### src/sv/nmea_gga_field_extractor_top_assert.svh
// assertion macros for the gga field extractor
`ifndef NMEA_GGA_FIELD_EXTRACTOR_TOP_ASSERT_SVH
`define NMEA_GGA_FIELD_EXTRACTOR_TOP_ASSERT_SVH

// same-cycle implication, sampled on clk, off during rst
`define NGFE_ASSERT_NOW(lbl, ante, cons, msg) \
  lbl: assert property (@(posedge clk) disable iff (rst) (ante) |-> (cons)) \
    else $error(msg);

// next-cycle implication, sampled on clk, off during rst
`define NGFE_ASSERT_NEXT(lbl, ante, cons, msg) \
  lbl: assert property (@(posedge clk) disable iff (rst) (ante) |=> (cons)) \
    else $error(msg);

`endif

### src/sv/ngfe_pkg.sv
// shared types and constants of the gga field extractor
`default_nettype none

package ngfe_pkg;

  localparam int NBUF      = 5;
  localparam int FIELD_W   = 5;
  localparam int IDX_W     = 4;
  localparam int BUF_W     = 3;
  localparam int CHAR_W    = 8;
  localparam int CFG_IDX_W = 3;
  localparam int QDEPTH    = 2;
  localparam int QPTR_W    = $clog2(QDEPTH);
  localparam int QCNT_W    = $clog2(QDEPTH + 1);

  localparam logic [FIELD_W-1:0] HEADER_MIN = FIELD_W'(5);
  localparam logic [FIELD_W-1:0] CNT_MAX    = '1;
  localparam logic [IDX_W-1:0]   IDX_MAX    = '1;

  localparam logic [CHAR_W-1:0] CH_DOLLAR = 8'h24;
  localparam logic [CHAR_W-1:0] CH_G      = 8'h47;
  localparam logic [CHAR_W-1:0] CH_P      = 8'h50;
  localparam logic [CHAR_W-1:0] CH_A      = 8'h41;
  localparam logic [CHAR_W-1:0] CH_C      = 8'h43;
  localparam logic [CHAR_W-1:0] CH_COMMA  = 8'h2C;
  localparam logic [CHAR_W-1:0] CH_STAR   = 8'h2A;

  localparam logic [IDX_W-1:0] BUF_SIZE [NBUF] = '{4'd6, 4'd9, 4'd10, 4'd2, 4'd7};
  localparam logic [FIELD_W-1:0] FIELD_RESET [NBUF] = '{5'd1, 5'd2, 5'd4, 5'd7, 5'd9};

  typedef enum logic [CFG_IDX_W-1:0] {
    REG_TIME,
    REG_LAT,
    REG_LON,
    REG_SAT,
    REG_ALT
  } reg_idx_t;

  typedef enum logic [2:0] {
    CLS_HDR,
    CLS_A,
    CLS_C,
    CLS_COMMA,
    CLS_STAR,
    CLS_DATA
  } char_cls_t;

  typedef struct packed {
    char_cls_t         cls;
    logic [CHAR_W-1:0] ch;
  } beat_t;

  typedef logic [NBUF-1:0][FIELD_W-1:0] field_sel_t;

  typedef struct packed {
    logic              write_valid;
    logic [BUF_W-1:0]  target_buffer;
    logic [IDX_W-1:0]  write_offset;
    logic [CHAR_W-1:0] write_byte;
    logic              receiving;
    logic              overflow;
  } result_t;

endpackage

`default_nettype wire

### src/sv/nmea_gga_field_extractor_top.sv
// Picks the characters of selected fields out of a GGA-style sentence stream. One character
// is taken per beat and gives exactly one result beat. Sustained rate is one character per
// cycle while out_ready keeps up; a character is registered in the input stage, then in a
// two-entry queue, then in the output register. The rate is set by the per-character update
// of the field counter, char index and receiving flag in the back end. Field numbers are to be
// written through cfg_we, cfg_index and cfg_data while idle; the block does not enforce this.
`default_nettype none

module nmea_gga_field_extractor_top (
  input  wire                             clk,
  input  wire                             rst,
  input  wire                             cfg_we,
  input  wire  [ngfe_pkg::CFG_IDX_W-1:0]  cfg_index,
  input  wire  [ngfe_pkg::FIELD_W-1:0]    cfg_data,
  input  wire                             in_valid,
  output logic                            in_ready,
  input  wire  [ngfe_pkg::CHAR_W-1:0]     rx_char,
  output logic                            out_valid,
  input  wire                             out_ready,
  output logic                            write_valid,
  output logic [ngfe_pkg::BUF_W-1:0]      target_buffer,
  output logic [ngfe_pkg::IDX_W-1:0]      write_offset,
  output logic [ngfe_pkg::CHAR_W-1:0]     write_byte,
  output logic                            receiving,
  output logic                            overflow
);
  import ngfe_pkg::*;

  `include "nmea_gga_field_extractor_top_assert.svh"

  field_sel_t field_sel;
  logic       f_valid;
  logic       f_ready;
  beat_t      f_beat;
  logic       b_valid;
  logic       b_ready;
  beat_t      b_beat;
  result_t    res;

  always_ff @(posedge clk) begin
    if (rst) begin
      for (int k = 0; k < NBUF; k++) begin
        field_sel[k] <= FIELD_RESET[k];
      end
    end else if (cfg_we) begin
      unique case (cfg_index)
        REG_TIME: field_sel[REG_TIME] <= cfg_data;
        REG_LAT:  field_sel[REG_LAT]  <= cfg_data;
        REG_LON:  field_sel[REG_LON]  <= cfg_data;
        REG_SAT:  field_sel[REG_SAT]  <= cfg_data;
        REG_ALT:  field_sel[REG_ALT]  <= cfg_data;
        default: begin
        end
      endcase
    end
  end

  ngfe_front u_front (
    .clk      (clk),
    .rst      (rst),
    .in_valid (in_valid),
    .in_ready (in_ready),
    .rx_char  (rx_char),
    .q_valid  (f_valid),
    .q_ready  (f_ready),
    .q_beat   (f_beat)
  );

  ngfe_queue u_queue (
    .clk        (clk),
    .rst        (rst),
    .push_valid (f_valid),
    .push_ready (f_ready),
    .push_beat  (f_beat),
    .pop_valid  (b_valid),
    .pop_ready  (b_ready),
    .pop_beat   (b_beat)
  );

  ngfe_back u_back (
    .clk       (clk),
    .rst       (rst),
    .field_sel (field_sel),
    .q_valid   (b_valid),
    .q_ready   (b_ready),
    .q_beat    (b_beat),
    .out_valid (out_valid),
    .out_ready (out_ready),
    .res       (res)
  );

  assign write_valid   = res.write_valid;
  assign target_buffer = res.target_buffer;
  assign write_offset  = res.write_offset;
  assign write_byte    = res.write_byte;
  assign receiving     = res.receiving;
  assign overflow      = res.overflow;

  `NGFE_ASSERT_NOW(a_store_xor_drop, out_valid, !(write_valid && overflow),
    "write and overflow flagged on the same beat")
  `NGFE_ASSERT_NOW(a_idle_result_zero, out_valid && !write_valid && !overflow,
    (target_buffer == '0) && (write_offset == '0) && (write_byte == '0),
    "non-write beat carries write fields")
  `NGFE_ASSERT_NOW(a_store_in_bounds, out_valid && write_valid,
    (target_buffer < BUF_W'(NBUF)) && (write_offset < BUF_SIZE[target_buffer]),
    "stored write falls outside its buffer")
  `NGFE_ASSERT_NEXT(a_stalled_queue_holds, b_valid && !b_ready,
    b_valid && $stable(b_beat), "queue head changed while back end stalled")

endmodule

`default_nettype wire

### src/sv/ngfe_front.sv
// input stage: takes characters and classifies them
`default_nettype none

module ngfe_front (
  input  wire                        clk,
  input  wire                        rst,
  input  wire                        in_valid,
  output logic                       in_ready,
  input  wire  [ngfe_pkg::CHAR_W-1:0] rx_char,
  output logic                       q_valid,
  input  wire                        q_ready,
  output ngfe_pkg::beat_t            q_beat
);
  import ngfe_pkg::*;

  logic      fv;
  beat_t     fbeat;
  char_cls_t cls;

  always_comb begin
    unique case (rx_char) inside
      CH_DOLLAR, CH_G, CH_P: cls = CLS_HDR;
      CH_A:                  cls = CLS_A;
      CH_C:                  cls = CLS_C;
      CH_COMMA:              cls = CLS_COMMA;
      CH_STAR:               cls = CLS_STAR;
      default:               cls = CLS_DATA;
    endcase
  end

  assign in_ready = !fv || q_ready;
  assign q_valid  = fv;
  assign q_beat   = fbeat;

  always_ff @(posedge clk) begin
    if (rst) begin
      fv <= 1'b0;
    end else if (in_valid && in_ready) begin
      fv <= 1'b1;
    end else if (q_ready) begin
      fv <= 1'b0;
    end
  end

  always_ff @(posedge clk) begin
    if (in_valid && in_ready) begin
      fbeat.cls <= cls;
      fbeat.ch  <= rx_char;
    end
  end

endmodule

`default_nettype wire

### src/sv/ngfe_queue.sv
// short queue of classified beats between front and back
`default_nettype none

module ngfe_queue (
  input  wire             clk,
  input  wire             rst,
  input  wire             push_valid,
  output logic            push_ready,
  input  ngfe_pkg::beat_t push_beat,
  output logic            pop_valid,
  input  wire             pop_ready,
  output ngfe_pkg::beat_t pop_beat
);
  import ngfe_pkg::*;

  beat_t             mem [QDEPTH];
  logic [QPTR_W-1:0] wr_ptr;
  logic [QPTR_W-1:0] rd_ptr;
  logic [QCNT_W-1:0] count;
  logic              push;
  logic              pop;

  assign push_ready = (count != QCNT_W'(QDEPTH));
  assign pop_valid  = (count != '0);
  assign pop_beat   = mem[rd_ptr];
  assign push       = push_valid && push_ready;
  assign pop        = pop_valid && pop_ready;

  always_ff @(posedge clk) begin
    if (rst) begin
      wr_ptr <= '0;
      rd_ptr <= '0;
      count  <= '0;
    end else begin
      if (push) begin
        wr_ptr <= (wr_ptr == QPTR_W'(QDEPTH - 1)) ? '0 : wr_ptr + 1'b1;
      end
      if (pop) begin
        rd_ptr <= (rd_ptr == QPTR_W'(QDEPTH - 1)) ? '0 : rd_ptr + 1'b1;
      end
      if (push && !pop) begin
        count <= count + 1'b1;
      end else if (pop && !push) begin
        count <= count - 1'b1;
      end
    end
  end

  always_ff @(posedge clk) begin
    if (push) begin
      mem[wr_ptr] <= push_beat;
    end
  end

endmodule

`default_nettype wire

### src/sv/ngfe_back.sv
// field tracking state and registered result
`default_nettype none

module ngfe_back (
  input  wire                  clk,
  input  wire                  rst,
  input  ngfe_pkg::field_sel_t field_sel,
  input  wire                  q_valid,
  output logic                 q_ready,
  input  ngfe_pkg::beat_t      q_beat,
  output logic                 out_valid,
  input  wire                  out_ready,
  output ngfe_pkg::result_t    res
);
  import ngfe_pkg::*;

  logic [FIELD_W-1:0] field_counter;
  logic [FIELD_W-1:0] field_counter_next;
  logic [IDX_W-1:0]   char_index;
  logic [IDX_W-1:0]   char_index_next;
  logic               receiving_flag;
  logic               receiving_flag_next;
  logic [FIELD_W-1:0] cnt_bump;
  logic               hit;
  logic [BUF_W-1:0]   hit_buf;
  result_t            res_next;
  logic               pop;

  assign q_ready  = !out_valid || out_ready;
  assign pop      = q_valid && q_ready;
  assign cnt_bump = (field_counter == CNT_MAX) ? field_counter : field_counter + 1'b1;

  // lowest buffer number wins
  always_comb begin
    hit     = 1'b0;
    hit_buf = '0;
    for (int k = NBUF - 1; k >= 0; k--) begin
      if (field_sel[k] == field_counter) begin
        hit     = 1'b1;
        hit_buf = BUF_W'(k);
      end
    end
  end

  always_comb begin
    field_counter_next  = field_counter;
    char_index_next     = char_index;
    receiving_flag_next = receiving_flag;
    res_next            = '0;
    unique case (q_beat.cls)
      CLS_HDR: begin
        field_counter_next  = cnt_bump;
        receiving_flag_next = 1'b0;
      end
      CLS_A: begin
        if (field_counter >= HEADER_MIN) begin
          receiving_flag_next = 1'b1;
        end
        field_counter_next = '0;
        char_index_next    = '0;
      end
      CLS_C: begin
        field_counter_next = '0;
        char_index_next    = '0;
      end
      CLS_COMMA: begin
        field_counter_next = cnt_bump;
        char_index_next    = '0;
      end
      CLS_STAR: begin
        field_counter_next  = '0;
        char_index_next     = '0;
        receiving_flag_next = 1'b0;
      end
      CLS_DATA: begin
        if (receiving_flag && hit) begin
          res_next.target_buffer = hit_buf;
          res_next.write_offset  = char_index;
          res_next.write_byte    = q_beat.ch;
          if (char_index < BUF_SIZE[hit_buf]) begin
            res_next.write_valid = 1'b1;
          end else begin
            res_next.overflow = 1'b1;
          end
          if (char_index != IDX_MAX) begin
            char_index_next = char_index + 1'b1;
          end
        end
      end
      default: begin
      end
    endcase
    res_next.receiving = receiving_flag_next;
  end

  always_ff @(posedge clk) begin
    if (rst) begin
      field_counter  <= '0;
      char_index     <= '0;
      receiving_flag <= 1'b0;
      out_valid      <= 1'b0;
    end else begin
      if (pop) begin
        field_counter  <= field_counter_next;
        char_index     <= char_index_next;
        receiving_flag <= receiving_flag_next;
        out_valid      <= 1'b1;
      end else if (out_ready) begin
        out_valid <= 1'b0;
      end
    end
  end

  always_ff @(posedge clk) begin
    if (pop) begin
      res <= res_next;
    end
  end

endmodule

`default_nettype wire
### config.mk
export PLATFORM = sky130hd
export DESIGN_NAME = nmea_gga_field_extractor_top
export DESIGN_NICKNAME = d
export VERILOG_FILES = /design/src/sv/ngfe_pkg.sv /design/src/sv/nmea_gga_field_extractor_top.sv /design/src/sv/ngfe_front.sv /design/src/sv/ngfe_queue.sv /design/src/sv/ngfe_back.sv
export VERILOG_INCLUDE_DIRS = /design/src /design/src/sv
export SDC_FILE = /design/constraint.sdc
export NUM_CORES = 1
export LEC_CHECK = 0
export BUFFER_PORTS_ARGS = -buffer_cell sky130_fd_sc_hd__buf_2
export CAP_MARGIN = 20
export CELL_PAD_IN_SITES_DETAIL_PLACEMENT = 1
export CELL_PAD_IN_SITES_GLOBAL_PLACEMENT = 2
export CORE_ASPECT_RATIO = 0.8
export CORE_MARGIN = 5
export CORE_UTILIZATION = 35
export DETAILED_ROUTE_END_ITERATION = 6
export GPL_TIMING_DRIVEN = 0
export PLACE_DENSITY = 0.83
export SLEW_MARGIN = 0
export SYNTH_ARGS = -nofsm -noshare
export SYNTH_HDL_FRONTEND = slang
export SYNTH_SLANG_ARGS = --single-unit
### constraint.sdc
create_clock -name clk -period 2.9 [get_ports clk]
set_clock_uncertainty 0.15 [all_clocks]
set_input_delay 0.29 -clock clk [delete_from_list [all_inputs] [get_ports clk]]
set_output_delay 0.29 -clock clk [all_outputs]
set_load 0.02 [all_outputs]
==> results of run 1 <==
cells in the final DEF (no fill, tap or decap), types with 6 or more instances in the layout:
cell type / Yosys / routed
sky130_fd_sc_hd__inv_1: 14 / 13
sky130_fd_sc_hd__nand2b_1: 7 / 6
sky130_fd_sc_hd__xor2_1: 18 / 16
sky130_fd_sc_hd__a21oi_1: 11 / 10
sky130_fd_sc_hd__edfxtp_1: 51 / 51
sky130_fd_sc_hd__xnor2_1: 15 / 15
sky130_fd_sc_hd__clkbuf_16: 0 / 9
sky130_fd_sc_hd__a211o_1: 11 / 11
sky130_fd_sc_hd__clkbuf_1: 9 / 8
sky130_fd_sc_hd__mux2i_1: 29 / 29
sky130_fd_sc_hd__ha_1: 10 / 8
sky130_fd_sc_hd__nand2_1: 13 / 12
sky130_fd_sc_hd__dfxtp_1: 42 / 39
sky130_fd_sc_hd__nor2_1: 63 / 63
sky130_fd_sc_hd__buf_2: 5 / 39
sky130_fd_sc_hd__nor2b_1: 10 / 9
sky130_fd_sc_hd__buf_4: 0 / 12
sky130_fd_sc_hd__nand3_1: 10 / 9
final cells by class:
class                   count  area (um2)  share of cell area, %
plain buffers              12        65.1                   1.28
clock buffers               9         225                   4.42
clock inverters             7        86.3                   1.69
inverters                  14        52.6                   1.03
multi-input cells         252        1810                   35.4
flip-flops and latches     93        2380                   46.7
well taps                 148         185                   3.63
repair buffers             52         297                   5.81
state kept, by name, indices dropped and copies added (netlist names), named ones only:
register	cells
field_sel	25
u_queue.mem	22
u_back.res	18
u_front.q_beat	11
u_back.field_counter	5
u_back.char_index	4
u_queue.count	2
u_back.out_valid	1
u_back.receiving_flag	1
u_front.q_valid	1
u_queue.rd_ptr	1
u_queue.wr_ptr	1
cells by family (layout without fill, tap and decap cells):
| group | Yosys count | after routing | share of synthesized area [%] |
|---|---|---|---|
| simple gates | 138 | 138 | 16.4 |
| flops | 93 | 93 | 56.8 |
| compound gates | 40 | 40 | 6.47 |
| xor+xnor | 33 | 33 | 6.92 |
| mux | 31 | 31 | 7.54 |
| buf+inv | 29 | 94 | 2.93 |
| fa+ha+maj | 10 | 10 | 2.99 |
per-stage QoR:
stage	instances	power, mW
after floorplan	374	2.21
after global placement	560	2.42
after detailed placement	560	2.46
after CTS	583	3.67
after global routing	587	3.82
final	587	3.63
how the worst max path moves through the flow:
stage / end / slack, ns / cells past startpoint / start
finish: u_back.res[0] / 0.12 / 11 / u_back.field_counter[3]
global route: u_back.res[17] / 0.004 / 11 / u_back.field_counter[0]
CTS: u_back.res[17] / 0.01 / 14 / u_back.field_counter[3]
detailed placement: u_back.res[17] / -0.46 / 14 / u_back.field_counter[0]
global placement: u_back.res[17] / -0.37 / 14 / u_back.field_counter[1]
floorplan: u_back.res[17] / 0.12 / 14 / u_back.field_counter[0]
critical path, stage by stage, from the launching register on:
cell,delay [ns]
sky130_fd_sc_hd__dfxtp_4,0.39
sky130_fd_sc_hd__xor2_1,0.16
sky130_fd_sc_hd__nor3_2,0.22
sky130_fd_sc_hd__nand3_2,0.15
sky130_fd_sc_hd__a211o_1,0.35
sky130_fd_sc_hd__ha_4,0.25
sky130_fd_sc_hd__nand2b_4,0.14
sky130_fd_sc_hd__ha_4,0.24
sky130_fd_sc_hd__a21oi_1,0.18
sky130_fd_sc_hd__o21ai_1,0.11
sky130_fd_sc_hd__a21oi_2,0.16
sky130_fd_sc_hd__nor2_1,0.06
what timing repair did:
action / 4_1_cts / 5_1_grt
resized for setup: 26 / 16
setup buffers: 7 / 7
pin swaps: 13 / 9
hold endpoints to repair: 0 / 0
endpoints found under the setup margin: 2 / 2
power by group through the flow:
stage | Combinational [mW] | Clock (mW) | Sequential, mW
after global placement | 0.743 | 0 | 1.68
after floorplan | 0.422 | 0 | 1.79
final | 0.785 | 1.19 | 1.66
after global routing | 0.860 | 1.28 | 1.68
after detailed placement | 0.768 | 0 | 1.69
after CTS | 0.794 | 1.22 | 1.66
routing by layer:
layer	GRT usage (%)	vias to the layer above	routed length, um
li1	-	1422	-
met1	16.4	1436	4400
met2	24.2	39	4770
met3	3.36	8	270
met4	4.36	0	96
met5	0	-	0
==> results.toml, run 1 <==
[cells_and_area]
final_core_utilization_pct = 44.0
postLayoutCellArea_mm2 = 0.00510
antenna_cells_inserted = 0
flow.area_growth_from_synthesis_pct = 22.1
drive_gt1_share_pct = 22.6
num-nets-final = 465
fillers = 1260

[synth]
post_synth_main_area_contributors = "sky130_fd_sc_hd__edfxtp_1, sky130_fd_sc_hd__dfxtp_1, sky130_fd_sc_hd__mux2i_1"
post_synth_num_cell_types = 44
synth_most_common_cell = "sky130_fd_sc_hd__nor2_1"
synthesized_instance_count = 374
synthesized_cell_area_mm2 = 0.00418
synthArstFlopShare_pct = 0
synth_enable_flop_cells = 51
synth_top_flop_cell = "sky130_fd_sc_hd__edfxtp_1"
synth-seq-area-share_pct = 56.8
synth_top_area_share_pct = 36.6
syn-num-nets = 405
syn-mean-instance-area_um2 = 11.2
total_of_flip_flops_plus_latches_after_synthesis = 93
netlist_top_cells_count = "sky130_fd_sc_hd__nor2_1, sky130_fd_sc_hd__edfxtp_1, sky130_fd_sc_hd__dfxtp_1"
total_number_of_yosys_warnings = 0
post-synth-top-area-cell = "sky130_fd_sc_hd__edfxtp_1"

[clock_tree]
tritoncts = "done"
clkSinkCount = 93
h-tree-depth = 3
cts_hold_repair_buffers = 0
cts-buffers-inserted = 9
worst_skew_pair.late_latency_ns = 0.34
clock_buffer_depth = 2
root_buffer = "sky130_fd_sc_hd__clkbuf_16"
clkSlewWorstSetupHoldPaths_ns = 0.08

[critical_path]
critPathLaunchType = "flip-flop"
crit_required_ns = 2.85
setup.worst_path.class = "flip-flop to flip-flop"
worstReg2RegEnd = "u_back.res[0]"
reg2reg_slack_ns = 0.12
timing.reg2reg.worst_path_depth = 11
rr_startpoint = "u_back.field_counter[3]"
worst-path-max-fanout = 7
kind_of_end_point_of_the_critical_path = "flip-flop"
critPathArrivalTime_ns = 2.73

[route]
route.detailed.drc = 0
number_of_iterations_in_the_first_detailed_routing_pass = 4
route.detailed.wl_per_inst_um = 16.3
antenna_left = 0
drt-vias-per-instance = 4.95
vias = 2905
routed_wirelength_mm = 9.54
initialDrtViolationCount = 109

[global_route]
antenna_found_initial = 0
grt_pass1_vias = 3122
grt_use_total_pct = 13.7
grt_pass1_wl_mm = 15.6
grt_start_max_net_pins = 21
globalRoute.totalOverflow = 0

[sta]
slew_headroom_pct = 36.5
finalHoldWorstSlack_ns = 0.0228
finalWorstPathRequiredPeriod_ns = 2.78
timing.setup.tns_ns = 0
layout_setup_ws_ns = 0.121
drv_slew = 0
setup-violations-final = 0
worst_tran_pin_value_ns = 0.949
hold_viol_final = 0
final_min_period_over_clock_period_pct = 95.8
max_freq_ghz = 0.360
grt_setup_unrepaired = "false"

[worst_hold_path]
timing.hold.worst_path_depth = 1
whs_endpoint = "u_front.q_beat[7]"
timing.hold.worst.start = "rx_char[7]"
timing.hold.worst.class = "primary input to flip-flop"

[power_and_ir_drop]
switchingPower_mw = 1.15
leakage_nw = 1.93
power_density_mw_per_mm2 = 711
p_int_mw = 2.48
vdd_ir_drop_max_mv = 0.293
share_clk_of_total_power_pct = 32.7
power_switching_share_pct = 31.7
p_comb_share_pct = 21.6
sequential_group_share_of_total_power_pct = 45.7

[floorplanning]
floorplan.initialDensity_pct = 36.0
die_width_um = 132
num_io_pins = 41
core_area_mm2 = 0.0116
die_footprint_mm2 = 0.0142
dieHeight_um = 108
core.rowCount = 35

[outcome]
outcome = "finished, final reports clean"

[place]
place.gp.congestion = 0.795
preCtsSetupSlack_ns = -0.457
detailedPlacementHpwl_mm = 6.68
port-buffer-count = 38
place_area_mm2 = 0.00455

[flow_run]
max_cap_violations = 0
Note: power is estimated with default switching activity, not from simulation.
==> run 2, diff against run 1 <==
--- a/config.mk
+++ b/config.mk
@@ -16,6 +16,7 @@
 export DETAILED_ROUTE_END_ITERATION = 6
 export GPL_TIMING_DRIVEN = 0
 export PLACE_DENSITY = 0.83
+export REMOVE_ABC_BUFFERS = 1
 export SLEW_MARGIN = 0
 export SYNTH_ARGS = -nofsm -noshare
 export SYNTH_HDL_FRONTEND = slang
==> results.toml, run 2 (synthesis results as in run 1) <==
[power_and_ir_drop]
power_switching_share_pct = 31.2
leakage_nw = 1.90
sequential_group_share_of_total_power_pct = 47.4
power_density_mw_per_mm2 = 710
vdd_ir_drop_max_mv = 0.357
p_comb_share_pct = 20.4
p_int_mw = 2.46
switchingPower_mw = 1.11
share_clk_of_total_power_pct = 32.2

[worst_hold_path]
whs_endpoint = "u_front.q_beat[4]"
timing.hold.worst.start = "rx_char[4]"
timing.hold.worst_path_depth = 1
timing.hold.worst.class = "primary input to flip-flop"

[sta]
setup-violations-final = 0
worst_tran_pin_value_ns = 0.945
grt_setup_unrepaired = "true"
slew_headroom_pct = 36.8
finalHoldWorstSlack_ns = 0.0131
hold_viol_final = 0
drv_slew = 0
finalWorstPathRequiredPeriod_ns = 2.88
max_freq_ghz = 0.347
final_min_period_over_clock_period_pct = 99.2
layout_setup_ws_ns = 0.0222

[place]
place.gp.congestion = 0.769
port-buffer-count = 40
preCtsSetupSlack_ns = -0.427
detailedPlacementHpwl_mm = 5.98
place_area_mm2 = 0.00449
dpl.cell_count = 547

[clock_tree]
worst_skew_pair.late_latency_ns = 0.34
clock_buffer_depth = 2
h-tree-depth = 3
tritoncts = "done"
root_buffer = "sky130_fd_sc_hd__clkbuf_16"
clkSlewWorstSetupHoldPaths_ns = 0.07
cts-buffers-inserted = 9
clkSinkCount = 93

[critical_path]
crit_required_ns = 2.84
worstReg2RegEnd = "u_back.res[17]"
critPathLaunchType = "flip-flop"
kind_of_end_point_of_the_critical_path = "flip-flop"
timing.reg2reg.worst_path_depth = 12
reg2reg_slack_ns = 0.02
setup.worst_path.class = "flip-flop to flip-flop"
worst_setup_path_startpoint = "u_back.field_counter[3]"
critPathArrivalTime_ns = 2.81
worst-path-max-fanout = 5
rr_startpoint = "u_back.field_counter[3]"

[outcome]
outcome = "finished, final reports clean"

[route]
vias = 2830
number_of_iterations_in_the_first_detailed_routing_pass = 5
route.detailed.drc = 0
route.detailed.wl_per_inst_um = 15.7
initialDrtViolationCount = 111
routed_wirelength_mm = 9.03
drt-vias-per-instance = 4.91
antenna_left = 0

[floorplanning]
floorplan.initialDensity_pct = 36.0
die_footprint_mm2 = 0.0142
core.rowCount = 35
core_area_mm2 = 0.0116
die_width_um = 132
dieHeight_um = 108
num_io_pins = 41

[global_route]
globalRoute.totalOverflow = 0
antenna_found_initial = 0
grt_use_total_pct = 13.2
use_met3_pct = 3.18
grtUsageMet1_pct = 16.9
grt_pass1_wl_mm = 15.1
met2_track_usage_gr_pct = 22.1
grt_pass1_vias = 2975
grt-busiest-layer = "met2"
grt_start_max_net_pins = 45

[cells_and_area]
postLayoutCellArea_mm2 = 0.00502
largest_reg_flops = 25
antenna_cells_inserted = 0
registers.top_by_ff_count = "field_sel"
drive_gt1_share_pct = 22.2
layout_commonest_cell = "sky130_fd_sc_hd__nor2_1"
final_cell_mix = "sky130_fd_sc_hd__nor2_1, sky130_fd_sc_hd__edfxtp_1, sky130_fd_sc_hd__buf_2, sky130_fd_sc_hd__dfxtp_1, sky130_fd_sc_hd__mux2i_1"
final_core_utilization_pct = 43.3
final_cells = 576
flow.area_growth_from_synthesis_pct = 20.2
num-nets-final = 454
top_registers = "field_sel x25, u_queue.mem x22, u_back.res x18"

[flow_run]
max_cap_violations = 0
[run 2: changes by cell type in the layout (fill, tap and decap cells not counted), sizes merged]
cell / change
dlygate4sd3: +1
inv: +2
clkbuf: -9
buf: -3
clkinv: -2
[run 2: through the flow]
step / TNS, ns / power [mW]
after CTS: 0 / 3.60
final: 0 / 3.57
after detailed placement: -0.754 / 2.43
after global routing: -0.108 / 3.77
after global placement: -0.703 / 2.40
after floorplan: 0 / 2.18
[run 2: final cells by class]
type	count	area (um2)
multi-input combinational	252	1790
clock inverter	7	65.1
sequential	93	2390
fill	1251	6580
tap	148	185
clock buffer	9	225
inverter	14	52.6
timing repair buffer	53	318
[run 2: timing repair]
item,4_1_cts,5_1_grt
setup buffers,11,0
pin swaps,8,6
resized for setup,20,12
hold buffers,1,0
hold endpoints to repair,1,0
cloned,0,0
setup endpoints to repair,2,4
[run 2: power by group through the flow]
stage / logic, mW / clock network [mW] / registers (mW)
3_3_place_gp: 0.679 / 0 / 1.72
6_report: 0.726 / 1.15 / 1.69
4_1_cts: 0.726 / 1.18 / 1.70
3_5_place_dp: 0.702 / 0 / 1.73
2_1_floorplan: 0.367 / 0 / 1.82
5_1_grt: 0.808 / 1.24 / 1.71
[run 2: worst max-delay path: stages, from the launching register on]
cell and delay (ns):
sky130_fd_sc_hd__dfxtp_4 0.36, sky130_fd_sc_hd__buf_4 0.17, sky130_fd_sc_hd__xnor2_1 0.15, sky130_fd_sc_hd__nand3_1 0.14
sky130_fd_sc_hd__nor3_4 0.30, sky130_fd_sc_hd__a211o_1 0.23, sky130_fd_sc_hd__ha_4 0.23, sky130_fd_sc_hd__nand2b_4 0.14
sky130_fd_sc_hd__ha_4 0.27, sky130_fd_sc_hd__nand2_2 0.05, sky130_fd_sc_hd__nor3b_2 0.20, sky130_fd_sc_hd__a21oi_2 0.08
sky130_fd_sc_hd__nor2b_2 0.15
[run 2: worst max-delay path by stage]
stage,end
after CTS,u_back.res[17]
after global placement,u_back.res[17]
after global routing,u_back.res[17]
final,u_back.res[17]
after detailed placement,u_back.res[17]
after floorplan,u_back.res[17]
[run 2: routing by layer]
metal,up-vias,wire (um)
met5,-,0
met4,0,113
met3,10,257
met2,29,4310
met1,1383,4350
li1,1408,-
==> run 3, diff against run 2 <==
--- a/config.mk
+++ b/config.mk
@@ -6,13 +6,14 @@
 export SDC_FILE = /design/constraint.sdc
 export NUM_CORES = 1
 export LEC_CHECK = 0
+export ABC_AREA = 1
 export BUFFER_PORTS_ARGS = -buffer_cell sky130_fd_sc_hd__buf_2
 export CAP_MARGIN = 20
 export CELL_PAD_IN_SITES_DETAIL_PLACEMENT = 1
 export CELL_PAD_IN_SITES_GLOBAL_PLACEMENT = 2
 export CORE_ASPECT_RATIO = 0.8
 export CORE_MARGIN = 5
-export CORE_UTILIZATION = 35
+export CORE_UTILIZATION = 33
 export DETAILED_ROUTE_END_ITERATION = 6
 export GPL_TIMING_DRIVEN = 0
 export PLACE_DENSITY = 0.83
==> results.toml, run 3 <==
[clock_tree]
h-tree-depth = 3
clkSlewWorstSetupHoldPaths_ns = 0.07
root_buffer = "sky130_fd_sc_hd__clkbuf_16"
clkSinkCount = 93
clock_buffer_depth = 2
tritoncts = "done"
worst_skew_pair.late_latency_ns = 0.35
cts-buffers-inserted = 9

[route]
met3_wirelength_um = 326
route.detailed.wl_per_inst_um = 14.2
vias = 3350
met2WireLength_mm = 4.68
drt-vias-per-instance = 4.71
number_of_iterations_in_the_first_detailed_routing_pass = 4
initialDrtViolationCount = 156
topRoutingLayerUsed = "met4"
antenna_left = 0
route.detailed.drc = 0
routedLengthMet1_mm = 4.99
routed_wirelength_mm = 10.1

[sta]
worst_tran_pin_value_ns = 0.997
slew_headroom_pct = 33.3
drv_slew = 0
hold_viol_final = 0
max_freq_ghz = 0.367
setup-violations-final = 0
final_min_period_over_clock_period_pct = 94.1
finalWorstPathRequiredPeriod_ns = 2.73

[place]
detailedPlacementHpwl_mm = 7.44
place.gp.congestion = 0.770
dpl.cell_count = 683
port-buffer-count = 40

[synth]
synth_enable_flop_cells = 51
synth_top_area_share_pct = 35.9
post-synth-top-area-cell = "sky130_fd_sc_hd__edfxtp_1"
synth_top_flop_cell = "sky130_fd_sc_hd__edfxtp_1"
netlist_top_cells_count = "sky130_fd_sc_hd__nand2_1, sky130_fd_sc_hd__nor2_1, sky130_fd_sc_hd__inv_1"
synthArstFlopShare_pct = 0
synth_most_common_cell = "sky130_fd_sc_hd__nand2_1"
syn-mean-instance-area_um2 = 8.95
yosys.area_share.xor_xnor_pct = 1.85
multiplexer_area_fraction_after_synthesis_pct = 1.88
synthesized_instance_count = 477
synthesized_cell_area_mm2 = 0.00427
synth-simple-area-share_pct = 20.9
total_of_flip_flops_plus_latches_after_synthesis = 93
post_synth_main_area_contributors = "sky130_fd_sc_hd__edfxtp_1, sky130_fd_sc_hd__dfxtp_1, sky130_fd_sc_hd__nand2_1"
synth-seq-area-share_pct = 55.6
total_number_of_yosys_warnings = 0
largest_family_of_logic_cells_by_synthesized_area = "simple AND/OR/NAND/NOR gates"
synth-compound-area-share_pct = 9.82
post_synth_num_cell_types = 36
post_synth_fa_ha_maj_area_fraction_pct = 2.93

[power_and_ir_drop]
fin_total_pwr_mw = 4.08
power_density_mw_per_mm2 = 796
leakage_nw = 2.10
vdd_ir_drop_max_mv = 0.308

[critical_path]
cp_slowest_cell = "sky130_fd_sc_hd__dfxtp_4"
worst-path-max-fanout = 8
critPathArrivalTime_ns = 2.68
cp_common_cell = "sky130_fd_sc_hd__nand2_1"
setup.worst_path.class = "flip-flop to flip-flop"
critPathLaunchType = "flip-flop"
kind_of_end_point_of_the_critical_path = "flip-flop"
cp_cell_sequence = "clkinvlp_4, nand2_1, nand2_1, nor2_2, nand3_2, nand2_2, nand3_2, ha_1, or2_2, ha_1, nand2_1, inv_1, nand2_1, nand2_1, nor2_1"
delay_of_the_slowest_cell_on_the_worst_path_ns = 0.42
crit_required_ns = 2.85

[global_route]
grt_pass1_vias = 3505
grt_pass1_wl_mm = 17.1
antenna_found_initial = 0
grt_start_max_net_pins = 33
globalRoute.totalOverflow = 0
grt_use_total_pct = 14.1

[cells_and_area]
final_cells = 712
flow.area_growth_from_synthesis_pct = 20.1
largest_reg_flops = 25
drive_gt1_share_pct = 18.8
registers.top_by_ff_count = "field_sel"
antenna_cells_inserted = 0
num-nets-final = 563
top_registers = "field_sel x25, u_queue.mem x22, u_back.res x18"
final_cell_mix = "sky130_fd_sc_hd__nand2_1, sky130_fd_sc_hd__nor2_1, sky130_fd_sc_hd__inv_1, sky130_fd_sc_hd__edfxtp_1, sky130_fd_sc_hd__buf_2"
layout_commonest_cell = "sky130_fd_sc_hd__nand2_1"

[floorplanning]
core_area_mm2 = 0.0128
die_width_um = 137
dieHeight_um = 112
num_io_pins = 41
core.rowCount = 37
floorplan.initialDensity_pct = 33.4
die_footprint_mm2 = 0.0153

[worst_hold_path]
timing.hold.worst.class = "primary input to flip-flop"

[flow_run]
max_cap_violations = 0

[outcome]
outcome = "finished, final reports clean"
## run 3: timing repair
item | CTS | global route
pin swaps | 0 | 1
endpoints found under the setup margin | 2 | 2
buffers inserted | 0 | 8
hold endpoints to repair | 5 | 0
resized for setup | 9 | 15
gates cloned | 0 | 0
hold buffers | 5 | 0
## run 3: path summary, 6_finish.rpt
check                     startpoint           endpoint  slack (ns)  depth (start not counted)
max          u_back.field_counter[3]     u_back.res[17]        0.17                         15
min                       rx_char[1]  u_front.q_beat[1]        0.03                          1
max reg2reg  u_back.field_counter[3]     u_back.res[17]        0.17                         15
min reg2reg        u_front.q_beat[3]  u_queue.mem[0][3]        0.31                          0
## run 3: worst max-delay path: cells and delay by family (launching register included)
family,cells,cell delay (ns)
flip-flops,1,0.42
AND/OR/NAND/NOR,11,1.12
adder cells (fa/ha/maj),2,0.60
buffers and inverters,2,0.19
## run 3: cells by family (layout without fill, tap and decap cells)
| kind of cell | after synthesis | after routing |
|---|---|---|
| flops | 93 | 93 |
| compound gates | 76 | 76 |
| xor+xnor | 9 | 9 |
| mux | 8 | 8 |
| fa+ha+maj | 10 | 10 |
| simple gates | 207 | 207 |
| buf+inv | 74 | 134 |
## run 3: layout make-up
cell class | count | area [um2]
clock buffer | 9 | 225
clock inverter | 7 | 75.1
fill | 1530 | 7650
inverter | 64 | 244
multi-input combinational | 310 | 1650
sequential | 93 | 2390
tap | 175 | 219
timing repair buffer | 54 | 325
## run 3: per-stage QoR
step,setup slack [ns],TNS [ns],area [um2],hold WS (ns),util [%]
final,0.172,0,5130,0.0332,40.1
after global routing,-0.0271,-0.0271,5130,0.0248,40.1
after CTS,0.0391,0,5010,0.0204,39.2
after detailed placement,-0.252,-0.489,4640,0.297,36.3
after global placement,-0.138,-0.261,4630,0.279,36.2
after floorplan,0.325,0,4210,0.209,-
## run 3: metal layers
layer / track usage (%) / vias up
li1: - / 1690
met1: 18.4 / 1607
met2: 23.4 / 43
met3: 3.66 / 10
met4: 3.39 / 0
met5: 0 / -
## run 3: power breakdown
part	switching [mW]	internal, mW
Sequential	0.158	1.66
Clock	0.566	0.611
Combinational	0.727	0.355
